File: src/rtl/core/dq_pkg.sv
// Shared types and constants for the double-ended queue.
// No dependencies; imported by the controller, datapath and top level.
package dq_pkg;

  // Ring store geometry (capacity must be a power of two)
  localparam int CAPACITY = 64;
  localparam int PTR_W    = $clog2(CAPACITY);
  localparam int CNT_W    = PTR_W + 1;
  localparam int DATA_W   = 32;
  localparam int POS_W    = 6;
  localparam int OCC_W    = 7;

  typedef enum logic [2:0] {
    OP_PUSH_FRONT = 3'd0,
    OP_PUSH_BACK  = 3'd1,
    OP_POP_FRONT  = 3'd2,
    OP_POP_BACK   = 3'd3,
    OP_SWAP       = 3'd4
  } opcode_e;

  typedef enum logic [1:0] {
    ST_OK    = 2'd0,
    ST_FULL  = 2'd1,
    ST_EMPTY = 2'd2,
    ST_RANGE = 2'd3
  } status_e;

  // Store address source
  typedef enum logic [2:0] {
    A_PUSH_FRONT = 3'd0,
    A_PUSH_BACK  = 3'd1,
    A_POP_FRONT  = 3'd2,
    A_POP_BACK   = 3'd3,
    A_POS_FIRST  = 3'd4,
    A_POS_SECOND = 3'd5
  } addr_sel_e;

  // Store write data source
  typedef enum logic [1:0] {
    W_PUSH  = 2'd0,
    W_RDATA = 2'd1,
    W_HELD  = 2'd2
  } wdata_sel_e;

  typedef struct packed {
    logic [2:0]               opcode;
    logic signed [DATA_W-1:0] push_value;
    logic [POS_W-1:0]         first_position;
    logic [POS_W-1:0]         second_position;
  } in_word_t;

  typedef struct packed {
    logic signed [DATA_W-1:0] popped_value;
    logic [1:0]               status;
    logic [OCC_W-1:0]         occupancy;
  } out_word_t;

  // Controller -> datapath
  typedef struct packed {
    logic       load;    // latch the accepted word
    logic       mem_rd;
    logic       mem_wr;
    addr_sel_e  addr_sel;
    wdata_sel_e wdata_sel;
    logic       hold;    // capture read data into the swap holding register
    logic       commit;  // update front pointer and count
    logic       emit;    // load the result register
  } dq_cmd_t;

  // Datapath -> controller
  typedef struct packed {
    logic [2:0] op;
    logic       fail;     // full, empty or out of range for the latched op
    logic       out_free; // result register can take a word this cycle
  } dq_sts_t;

endpackage

File: src/rtl/core/dq_ctrl.sv
// Command sequencer for the double-ended queue.
// Depends on dq_pkg; drives dq_datapath through dq_cmd_t.
module dq_ctrl (
  input  logic            clk,
  input  logic            rst,
  input  logic            in_valid,
  output logic            in_ready,
  input  dq_pkg::dq_sts_t sts,
  output dq_pkg::dq_cmd_t cmd
);
  import dq_pkg::*;

  typedef enum logic [5:0] {
    S_IDLE     = 6'b000001,
    S_EXEC     = 6'b000010,
    S_POP_DONE = 6'b000100,
    S_SWAP_B   = 6'b001000,
    S_SWAP_WA  = 6'b010000,
    S_SWAP_WB  = 6'b100000
  } state_e;

  state_e state, state_next;

  always_ff @(posedge clk) begin
    if (rst) begin
      state <= S_IDLE;
    end else begin
      state <= state_next;
    end
  end

  // Next state and command decode
  always_comb begin
    state_next    = state;
    in_ready      = 1'b0;
    cmd.load      = 1'b0;
    cmd.mem_rd    = 1'b0;
    cmd.mem_wr    = 1'b0;
    cmd.addr_sel  = A_POP_FRONT;
    cmd.wdata_sel = W_PUSH;
    cmd.hold      = 1'b0;
    cmd.commit    = 1'b0;
    cmd.emit      = 1'b0;
    unique case (state)
      S_IDLE: begin
        in_ready = 1'b1;
        if (in_valid) begin
          cmd.load   = 1'b1;
          state_next = S_EXEC;
        end
      end
      S_EXEC: begin
        if (sts.fail) begin
          // rejected command: report status only
          if (sts.out_free) begin
            cmd.emit   = 1'b1;
            state_next = S_IDLE;
          end
        end else begin
          unique case (sts.op)
            OP_PUSH_FRONT, OP_PUSH_BACK: begin
              if (sts.out_free) begin
                cmd.mem_wr    = 1'b1;
                cmd.addr_sel  = (sts.op == OP_PUSH_FRONT) ? A_PUSH_FRONT : A_PUSH_BACK;
                cmd.wdata_sel = W_PUSH;
                cmd.commit    = 1'b1;
                cmd.emit      = 1'b1;
                state_next    = S_IDLE;
              end
            end
            OP_POP_FRONT, OP_POP_BACK: begin
              cmd.mem_rd   = 1'b1;
              cmd.addr_sel = (sts.op == OP_POP_FRONT) ? A_POP_FRONT : A_POP_BACK;
              state_next   = S_POP_DONE;
            end
            OP_SWAP: begin
              cmd.mem_rd   = 1'b1;
              cmd.addr_sel = A_POS_FIRST;
              state_next   = S_SWAP_B;
            end
            default: begin
              // unused opcode: ok status, no change
              if (sts.out_free) begin
                cmd.emit   = 1'b1;
                state_next = S_IDLE;
              end
            end
          endcase
        end
      end
      S_POP_DONE: begin
        if (sts.out_free) begin
          cmd.commit = 1'b1;
          cmd.emit   = 1'b1;
          state_next = S_IDLE;
        end
      end
      S_SWAP_B: begin
        cmd.mem_rd   = 1'b1;
        cmd.addr_sel = A_POS_SECOND;
        cmd.hold     = 1'b1;
        state_next   = S_SWAP_WA;
      end
      S_SWAP_WA: begin
        cmd.mem_wr    = 1'b1;
        cmd.addr_sel  = A_POS_FIRST;
        cmd.wdata_sel = W_RDATA;
        state_next    = S_SWAP_WB;
      end
      S_SWAP_WB: begin
        if (sts.out_free) begin
          cmd.mem_wr    = 1'b1;
          cmd.addr_sel  = A_POS_SECOND;
          cmd.wdata_sel = W_HELD;
          cmd.emit      = 1'b1;
          state_next    = S_IDLE;
        end
      end
      default: begin
        state_next = S_IDLE;
      end
    endcase
  end

  // Single-port store: never read and write together
  a_port_excl: assert property (@(posedge clk) disable iff (rst)
    !(cmd.mem_rd && cmd.mem_wr))
    else $error("store read and write in one cycle");

  // A result is only produced into a free result register
  a_emit_free: assert property (@(posedge clk) disable iff (rst)
    cmd.emit |-> sts.out_free)
    else $error("result emitted into a busy register");

  // Holding capture always follows the first swap read
  a_hold_seq: assert property (@(posedge clk) disable iff (rst)
    cmd.hold |-> $past(cmd.mem_rd && cmd.addr_sel == A_POS_FIRST))
    else $error("swap holding capture out of sequence");

endmodule

File: src/rtl/core/dq_datapath.sv
// Ring store, front pointer, count and result register of the queue.
// Depends on dq_pkg; sequenced by dq_ctrl.
module dq_datapath (
  input  logic              clk,
  input  logic              rst,
  input  dq_pkg::in_word_t  in_data,
  input  dq_pkg::dq_cmd_t   cmd,
  output dq_pkg::dq_sts_t   sts,
  input  logic              out_ready,
  output logic              out_valid,
  output dq_pkg::out_word_t out_data
);
  import dq_pkg::*;

  logic [DATA_W-1:0] mem [CAPACITY];
  logic [DATA_W-1:0] rdata;
  logic [DATA_W-1:0] held;
  logic [DATA_W-1:0] wdata;
  logic [PTR_W-1:0]  addr;
  in_word_t          word;
  logic [PTR_W-1:0]  front, front_next;
  logic [CNT_W-1:0]  count, count_next;
  logic              full, empty, range_bad, fail;
  logic              is_pop;
  status_e           status_code;
  logic [PTR_W-1:0]  slot_first, slot_second;

  // Latched command word
  always_ff @(posedge clk) begin
    if (cmd.load) begin
      word <= in_data;
    end
  end

  // Condition checks
  assign full      = (count == CNT_W'(CAPACITY));
  assign empty     = (count == '0);
  assign range_bad = (CNT_W'(word.first_position) >= count) ||
                     (CNT_W'(word.second_position) >= count);
  assign is_pop    = (word.opcode == OP_POP_FRONT) || (word.opcode == OP_POP_BACK);

  always_comb begin
    fail        = 1'b0;
    status_code = ST_OK;
    case (word.opcode)
      OP_PUSH_FRONT, OP_PUSH_BACK: begin
        fail        = full;
        status_code = full ? ST_FULL : ST_OK;
      end
      OP_POP_FRONT, OP_POP_BACK: begin
        fail        = empty;
        status_code = empty ? ST_EMPTY : ST_OK;
      end
      OP_SWAP: begin
        fail        = range_bad;
        status_code = range_bad ? ST_RANGE : ST_OK;
      end
      default: begin
        fail        = 1'b0;
        status_code = ST_OK;
      end
    endcase
  end

  assign sts.op       = word.opcode;
  assign sts.fail     = fail;
  assign sts.out_free = !out_valid || out_ready;

  // Ring slot addressing
  assign slot_first  = front + PTR_W'(word.first_position);
  assign slot_second = front + PTR_W'(word.second_position);

  always_comb begin
    case (cmd.addr_sel)
      A_PUSH_FRONT: addr = front - PTR_W'(1);
      A_PUSH_BACK:  addr = front + count[PTR_W-1:0];
      A_POP_FRONT:  addr = front;
      A_POP_BACK:   addr = front + count[PTR_W-1:0] - PTR_W'(1);
      A_POS_FIRST:  addr = slot_first;
      A_POS_SECOND: addr = slot_second;
      default:      addr = front;
    endcase
  end

  always_comb begin
    case (cmd.wdata_sel)
      W_PUSH:  wdata = word.push_value;
      W_RDATA: wdata = rdata;
      W_HELD:  wdata = held;
      default: wdata = word.push_value;
    endcase
  end

  // Single-port store with registered read
  always_ff @(posedge clk) begin
    if (cmd.mem_wr) begin
      mem[addr] <= wdata;
    end
    if (cmd.mem_rd) begin
      rdata <= mem[addr];
    end
  end

  always_ff @(posedge clk) begin
    if (cmd.hold) begin
      held <= rdata;
    end
  end

  // Pointer and count update
  always_comb begin
    front_next = front;
    count_next = count;
    if (cmd.commit) begin
      case (word.opcode)
        OP_PUSH_FRONT: begin
          front_next = front - PTR_W'(1);
          count_next = count + CNT_W'(1);
        end
        OP_PUSH_BACK: count_next = count + CNT_W'(1);
        OP_POP_FRONT: begin
          front_next = front + PTR_W'(1);
          count_next = count - CNT_W'(1);
        end
        OP_POP_BACK: count_next = count - CNT_W'(1);
        default: begin
          front_next = front;
          count_next = count;
        end
      endcase
    end
  end

  always_ff @(posedge clk) begin
    if (rst) begin
      front <= '0;
      count <= '0;
    end else begin
      front <= front_next;
      count <= count_next;
    end
  end

  // Result register
  always_ff @(posedge clk) begin
    if (rst) begin
      out_valid <= 1'b0;
    end else if (cmd.emit) begin
      out_valid <= 1'b1;
    end else if (out_ready) begin
      out_valid <= 1'b0;
    end
  end

  always_ff @(posedge clk) begin
    if (cmd.emit) begin
      out_data.popped_value <= (is_pop && !fail) ? rdata : '0;
      out_data.status       <= status_code;
      out_data.occupancy    <= OCC_W'(count_next);
    end
  end

  a_count_max: assert property (@(posedge clk) disable iff (rst)
    count <= CNT_W'(CAPACITY))
    else $error("entry count above capacity");

  a_pop_dec: assert property (@(posedge clk) disable iff (rst)
    (cmd.commit && is_pop) |=> (count == $past(count) - CNT_W'(1)))
    else $error("pop did not decrement count");

  a_fail_no_commit: assert property (@(posedge clk) disable iff (rst)
    (cmd.commit && fail) |-> 1'b0)
    else $error("rejected command changed the queue");

endmodule

File: src/rtl/core/double_ended_queue.sv
// Top level of the bounded double-ended queue of signed 32-bit words.
// Depends on dq_pkg, dq_ctrl and dq_datapath.
//
// Usage:
//   Input channel in_valid/in_ready/in_data carries one command word:
//   push front, push back, pop front, pop back or swap of two positions.
//   Output channel out_valid/out_ready/out_data returns one result word per
//   command: popped value (zero unless a pop succeeded), status and the
//   occupancy after the command.
//   A push, a rejected or an unused command emits its result from the
//   execute state; a pop and a swap emit from later states. The next command is
//   accepted in the cycle the result appears. The pace is set by the
//   single-port ring store: a pop waits on its registered read, a swap
//   needs two reads and two writes.
//   Reset clears the front pointer, the count and the result valid flag;
//   the store contents are not cleared and are only read once written.
//   When the receiver stalls, the finished result waits in the output
//   register; the next command is still accepted and executes up to the
//   point of producing its result, then holds until the register frees.
module double_ended_queue (
  input  logic              clk,
  input  logic              rst,
  input  logic              in_valid,
  output logic              in_ready,
  input  dq_pkg::in_word_t  in_data,
  output logic              out_valid,
  input  logic              out_ready,
  output dq_pkg::out_word_t out_data
);
  import dq_pkg::*;

  dq_cmd_t cmd;
  dq_sts_t sts;

  dq_ctrl u_ctrl (
    .clk      (clk),
    .rst      (rst),
    .in_valid (in_valid),
    .in_ready (in_ready),
    .sts      (sts),
    .cmd      (cmd)
  );

  dq_datapath u_datapath (
    .clk       (clk),
    .rst       (rst),
    .in_data   (in_data),
    .cmd       (cmd),
    .sts       (sts),
    .out_ready (out_ready),
    .out_valid (out_valid),
    .out_data  (out_data)
  );

endmodule
File: config.mk
export PLATFORM = sky130hd
export DESIGN_NAME = double_ended_queue
export DESIGN_NICKNAME = d
export VERILOG_FILES = /design/src/rtl/core/dq_pkg.sv /design/src/rtl/core/dq_ctrl.sv /design/src/rtl/core/dq_datapath.sv /design/src/rtl/core/double_ended_queue.sv
export SDC_FILE = /design/constraint.sdc
export NUM_CORES = 2
export LEC_CHECK = 0
export BUFFER_PORTS_ARGS = -buffer_cell sky130_fd_sc_hd__buf_4
export CAP_MARGIN = 20
export CORE_UTILIZATION = 63
export CTS_CLUSTER_SIZE = 30
export DETAILED_ROUTE_END_ITERATION = 8
export PLACE_DENSITY = 0.79
export SYNTH_ARGS = -nofsm -noshare
export SYNTH_HDL_FRONTEND = slang
export SYNTH_SLANG_ARGS = --single-unit
export TNS_END_PERCENT = 100
File: constraint.sdc
create_clock -name clk -period 7.6 [get_ports clk]
set_input_delay 0.38 -clock clk [delete_from_list [all_inputs] [get_ports clk]]
set_output_delay 0.38 -clock clk [all_outputs]
set_load 0.02 [all_outputs]
==> metrics.md <==
| Metric | Value |
|---|---|
| Die Width | `372 um` |
| Final GP Congestion | `0.903` |
| I/O pins | `94` |
| Area occupied by multi-input gates | `19400 um2` |
| EDFF count, synth | `2200` |
| Area grow syn2layout | `13.2%` |
| VDD IR max | `roughly 220 uV` |
| Leak | `about 30 nW` |
| Antenna violations before repair | `18` |
| WL final | `around 230000 um` |
| All-Layer GR Usage | `around 34%` |
| Die Span Y | `372 um` |
| Hpwl dp | `129000 um` |
| Fin. max-slew vios | `0` |
| Seq cells post-synth | `2220` |
| Post-route ant nets | `0` |
| Core footprint | `136000 um2` |
| Share of cells above drive strength 1 | `between 20 and 25%` |
| CTS Sinks | `2220` |
| Slew @ Worst Pin | `1.17 ns` |
| H-tree levels | `4` |
| CP cell instances | `nor4_1, nand3b_1, nand2_2, mux2_2, fa_1, inv_1, mux2i_1, a221o_4, buf_4, mux4_2, a22oi_1, nand3_1, a2111oi_1, nand3_1` |
| CTS root buf | `clkbuf_16` |
| Synth warn | `0` |
| Worst Path Required | `8.12 ns` |
| Clock skew after layout | `0.0351 ns` |
| Most common flop cell mapped by yosys | `edfxtp_1` |
| WHS | `roughly 0.14 ns` |
| Worst Hold Class | `in2reg` |
| Fillers | `7416` |
| Worst Setup End Kind | `register` |
| Initial Utilization | `a little under two thirds` |
| Router iterations before antenna repair | `6` |
| Clk Latency, worst-skew pair | `0.83 ns` |
| Setup TNS | `0 ns` |
| Synthesized instance count | `4510` |
| Largest net degree at the start of global routing | `roughly 160` |
| Number of global-route vias before repair | `47667` |
| Worst path max stage delay | `0.83 ns` |
| I/O Buffers | `93` |
| R2r setup slk | `between 1 and 1.5 ns` |
| CTS Buf Count | `205` |
| Syn Area/Cell | `between 15 and 20 um2` |
| Slew margin rel. | `22.1%` |
| Min cycle time layout | `between 6 and 7 ns` |
| Most used cell, CP | `nand3_1` |
| Cell Pwr Density | `253 nW/um2` |
| Nets | `4855` |
| Register area share after synthesis | `77.1%` |
| Mapped Area | `86200 um2` |
| Sequential cell area | `66500 um2` |
| CTS tree | `yes` |
| RSZ-0062 raised after global routing | `no` |
| Synthesized Nets | `4596` |
| Drt drc | `0` |
| Cts repair resizes | `0` |
| Async SR Flop Fraction | `0%` |
| Longest Clk Path Bufs | `3` |
| Total global routing overflow | `0` |
| Die area | `about 140000 um2` |
| Via count | `47927` |
| First-pass GRT wire length | `~330000 um` |
| Fin crit share | `a little over four fifths` |
| Startpoint types | `register` |
| DRT iter0 DRCs | `7577` |
| Yosys cell types | `78` |
| Vias per inst | `about 7.1` |
| Fmax | `157 MHz` |
| Endpoints failing setup | `0` |
| Crit-path slowest cell | `a2111oi_1` |
| Num rows | `~140` |
| Outcome | `finished clean` |
| WP data arrival | `6.90 ns` |
| Wire per inst | `34.5 um` |
| Final hold vios | `0` |
| Max_cap viols | `0` |
| Critical path type | `reg2reg` |
| Worst-path clk slew | `0.06 ns` |
| Worst Path Max Fanout | `24` |
per-layer routing:
metal | vias to the layer above | GRT usage [%] | wire length, um
met5 | - | 0 | 99
met1 | 24395 | 45.9 | 80400
met3 | 655 | 8.56 | 29300
li1 | 18909 | - | -
met4 | 14 | 14.3 | 10600
met2 | 3954 | 53.8 | 112000
path summary, 6_finish.rpt:
kind,cells after the start,from,to
worst min-delay path,4,in_valid,u_ctrl.state[5]$_SDFFE_PP0P_
worst max-delay path,14,u_ctrl.state[5]$_SDFFE_PP0P_,u_datapath.rdata[1]$_DFFE_PP_
worst min register to register,0,u_datapath.rdata[17]$_DFFE_PP_,u_datapath.held[17]$_DFFE_PP_
worst max register to register,14,u_ctrl.state[5]$_SDFFE_PP0P_,u_datapath.rdata[1]$_DFFE_PP_
cell families (layout without fill, tap and decap cells):
group / after synthesis / count (layout) / share of synthesized area [%]
flops: 2220 / 2220 / 77.1
simple gates: 849 / 849 / 4.79
compound gates: 669 / 669 / 4.99
mux: 432 / 432 / 10.7
buf+inv: 278 / 710 / 1.52
fa+ha+maj: 35 / 35 / 0.534
xor+xnor: 27 / 27 / 0.290
other cells: 0 / 3 / 0
cell type report:
type	instances	share of cell area (%)
tap	1781	2.28
clock buffer	245	5.58
inverter	23	0.0885
clock inverter	135	1.15
antenna	3	0.00770
sequential	2220	68.2
timing repair buffer	307	2.83
multi-input combinational	2012	19.9
cells in the final DEF, fill, tap and decap left out, types with 39 or more instances in the layout:
master and count:
clkbuf_16 211, mux4_2 394, and2_1 39, dlygate4sd3_1 49, and3_1 116, a2111oi_0 55
a21oi_1 317, a211oi_1 93, buf_4 231, clkinv_1 60, nand3_1 62, nor2_1 45
nor2b_1 41, a22oi_1 70, edfxtp_1 2200, nor2_4 66, nand2_1 387
per-stage QoR:
step	power [mW]	area, um2	instances	util (%)	setup WS [ns]
after floorplan	14.4	86200	4510	-	1.94
final	24.6	97500	6726	71.9	1.22
after CTS	24.6	97500	6722	71.9	1.27
after global placement	14.7	90400	6290	66.6	1.41
after global routing	25.1	97500	6723	71.9	0.932
after detailed placement	14.7	90400	6293	66.7	1.38
what timing repair did:
| action | in CTS | in global routing |
|---|---|---|
| hold buffers | 49 | 0 |
| hold endpoints to repair | 63 | 0 |
| buffers inserted | 0 | 0 |
state kept, by name (all words and copies together), names as in the netlist:
name / cells
u_datapath.mem: 2048
u_datapath.word: 44
u_datapath.out_data: 41
u_datapath.held: 32
u_datapath.rdata: 32
u_datapath.count: 7
u_ctrl.state: 6
u_datapath.front: 6
u_datapath.sts: 3
u_datapath.out_valid: 1
cells in the mapped netlist (all sizes together) (3+ instances only):
| cell | count | share of area, % |
|---|---|---|
| inv | 23 | 0.10 |
| and3 | 116 | 0.84 |
| a211oi | 94 | 0.83 |
| a2111oi | 61 | 0.64 |
| xnor2 | 19 | 0.19 |
| buf | 121 | 0.84 |
| a221oi | 28 | 0.28 |
| nor2b | 41 | 0.30 |
| fa | 3 | 0.070 |
| o21ai | 50 | 0.29 |
| nand4 | 12 | 0.087 |
| a21o | 8 | 0.070 |
| edfxtp | 2200 | 77 |
| ha | 32 | 0.46 |
| nor3 | 13 | 0.099 |
| mux2i | 31 | 0.36 |
| nor4 | 4 | 0.036 |
| o31ai | 3 | 0.026 |
| mux4 | 394 | 10 |
| or2 | 4 | 0.029 |
| and2 | 40 | 0.29 |
| nand2 | 389 | 1.7 |
| mux2 | 7 | 0.091 |
| or3 | 6 | 0.044 |
| a31oi | 8 | 0.075 |
| and4 | 30 | 0.30 |
| nand3 | 64 | 0.38 |
| nand2b | 9 | 0.065 |
| dfxtp | 20 | 0.46 |
| nor2 | 112 | 0.49 |
| a22oi | 70 | 0.61 |
| clkbuf | 134 | 0.58 |
| xor2 | 7 | 0.071 |
| a21oi | 319 | 1.9 |
worst max-delay path: cells and delay by family, from the launching register on:
kind / cells / cell delay (ns)
AOI/OAI and AO/OA: 3 / 1.86
and+or+nand+nor: 5 / 1.39
muxes: 3 / 1.33
buffers and inverters: 2 / 0.64
adders and majority gates: 1 / 0.50
DFF: 1 / 0.35
power breakdown:
| group | switching [mW] | internal [mW] |
|---|---|---|
| Clock | 4.45 | 5.69 |
| Sequential | 0.0159 | 13.5 |
| Combinational | 0.654 | 0.281 |
| Total | 5.12 | 19.5 |
Power figures use the tool's default switching activity.
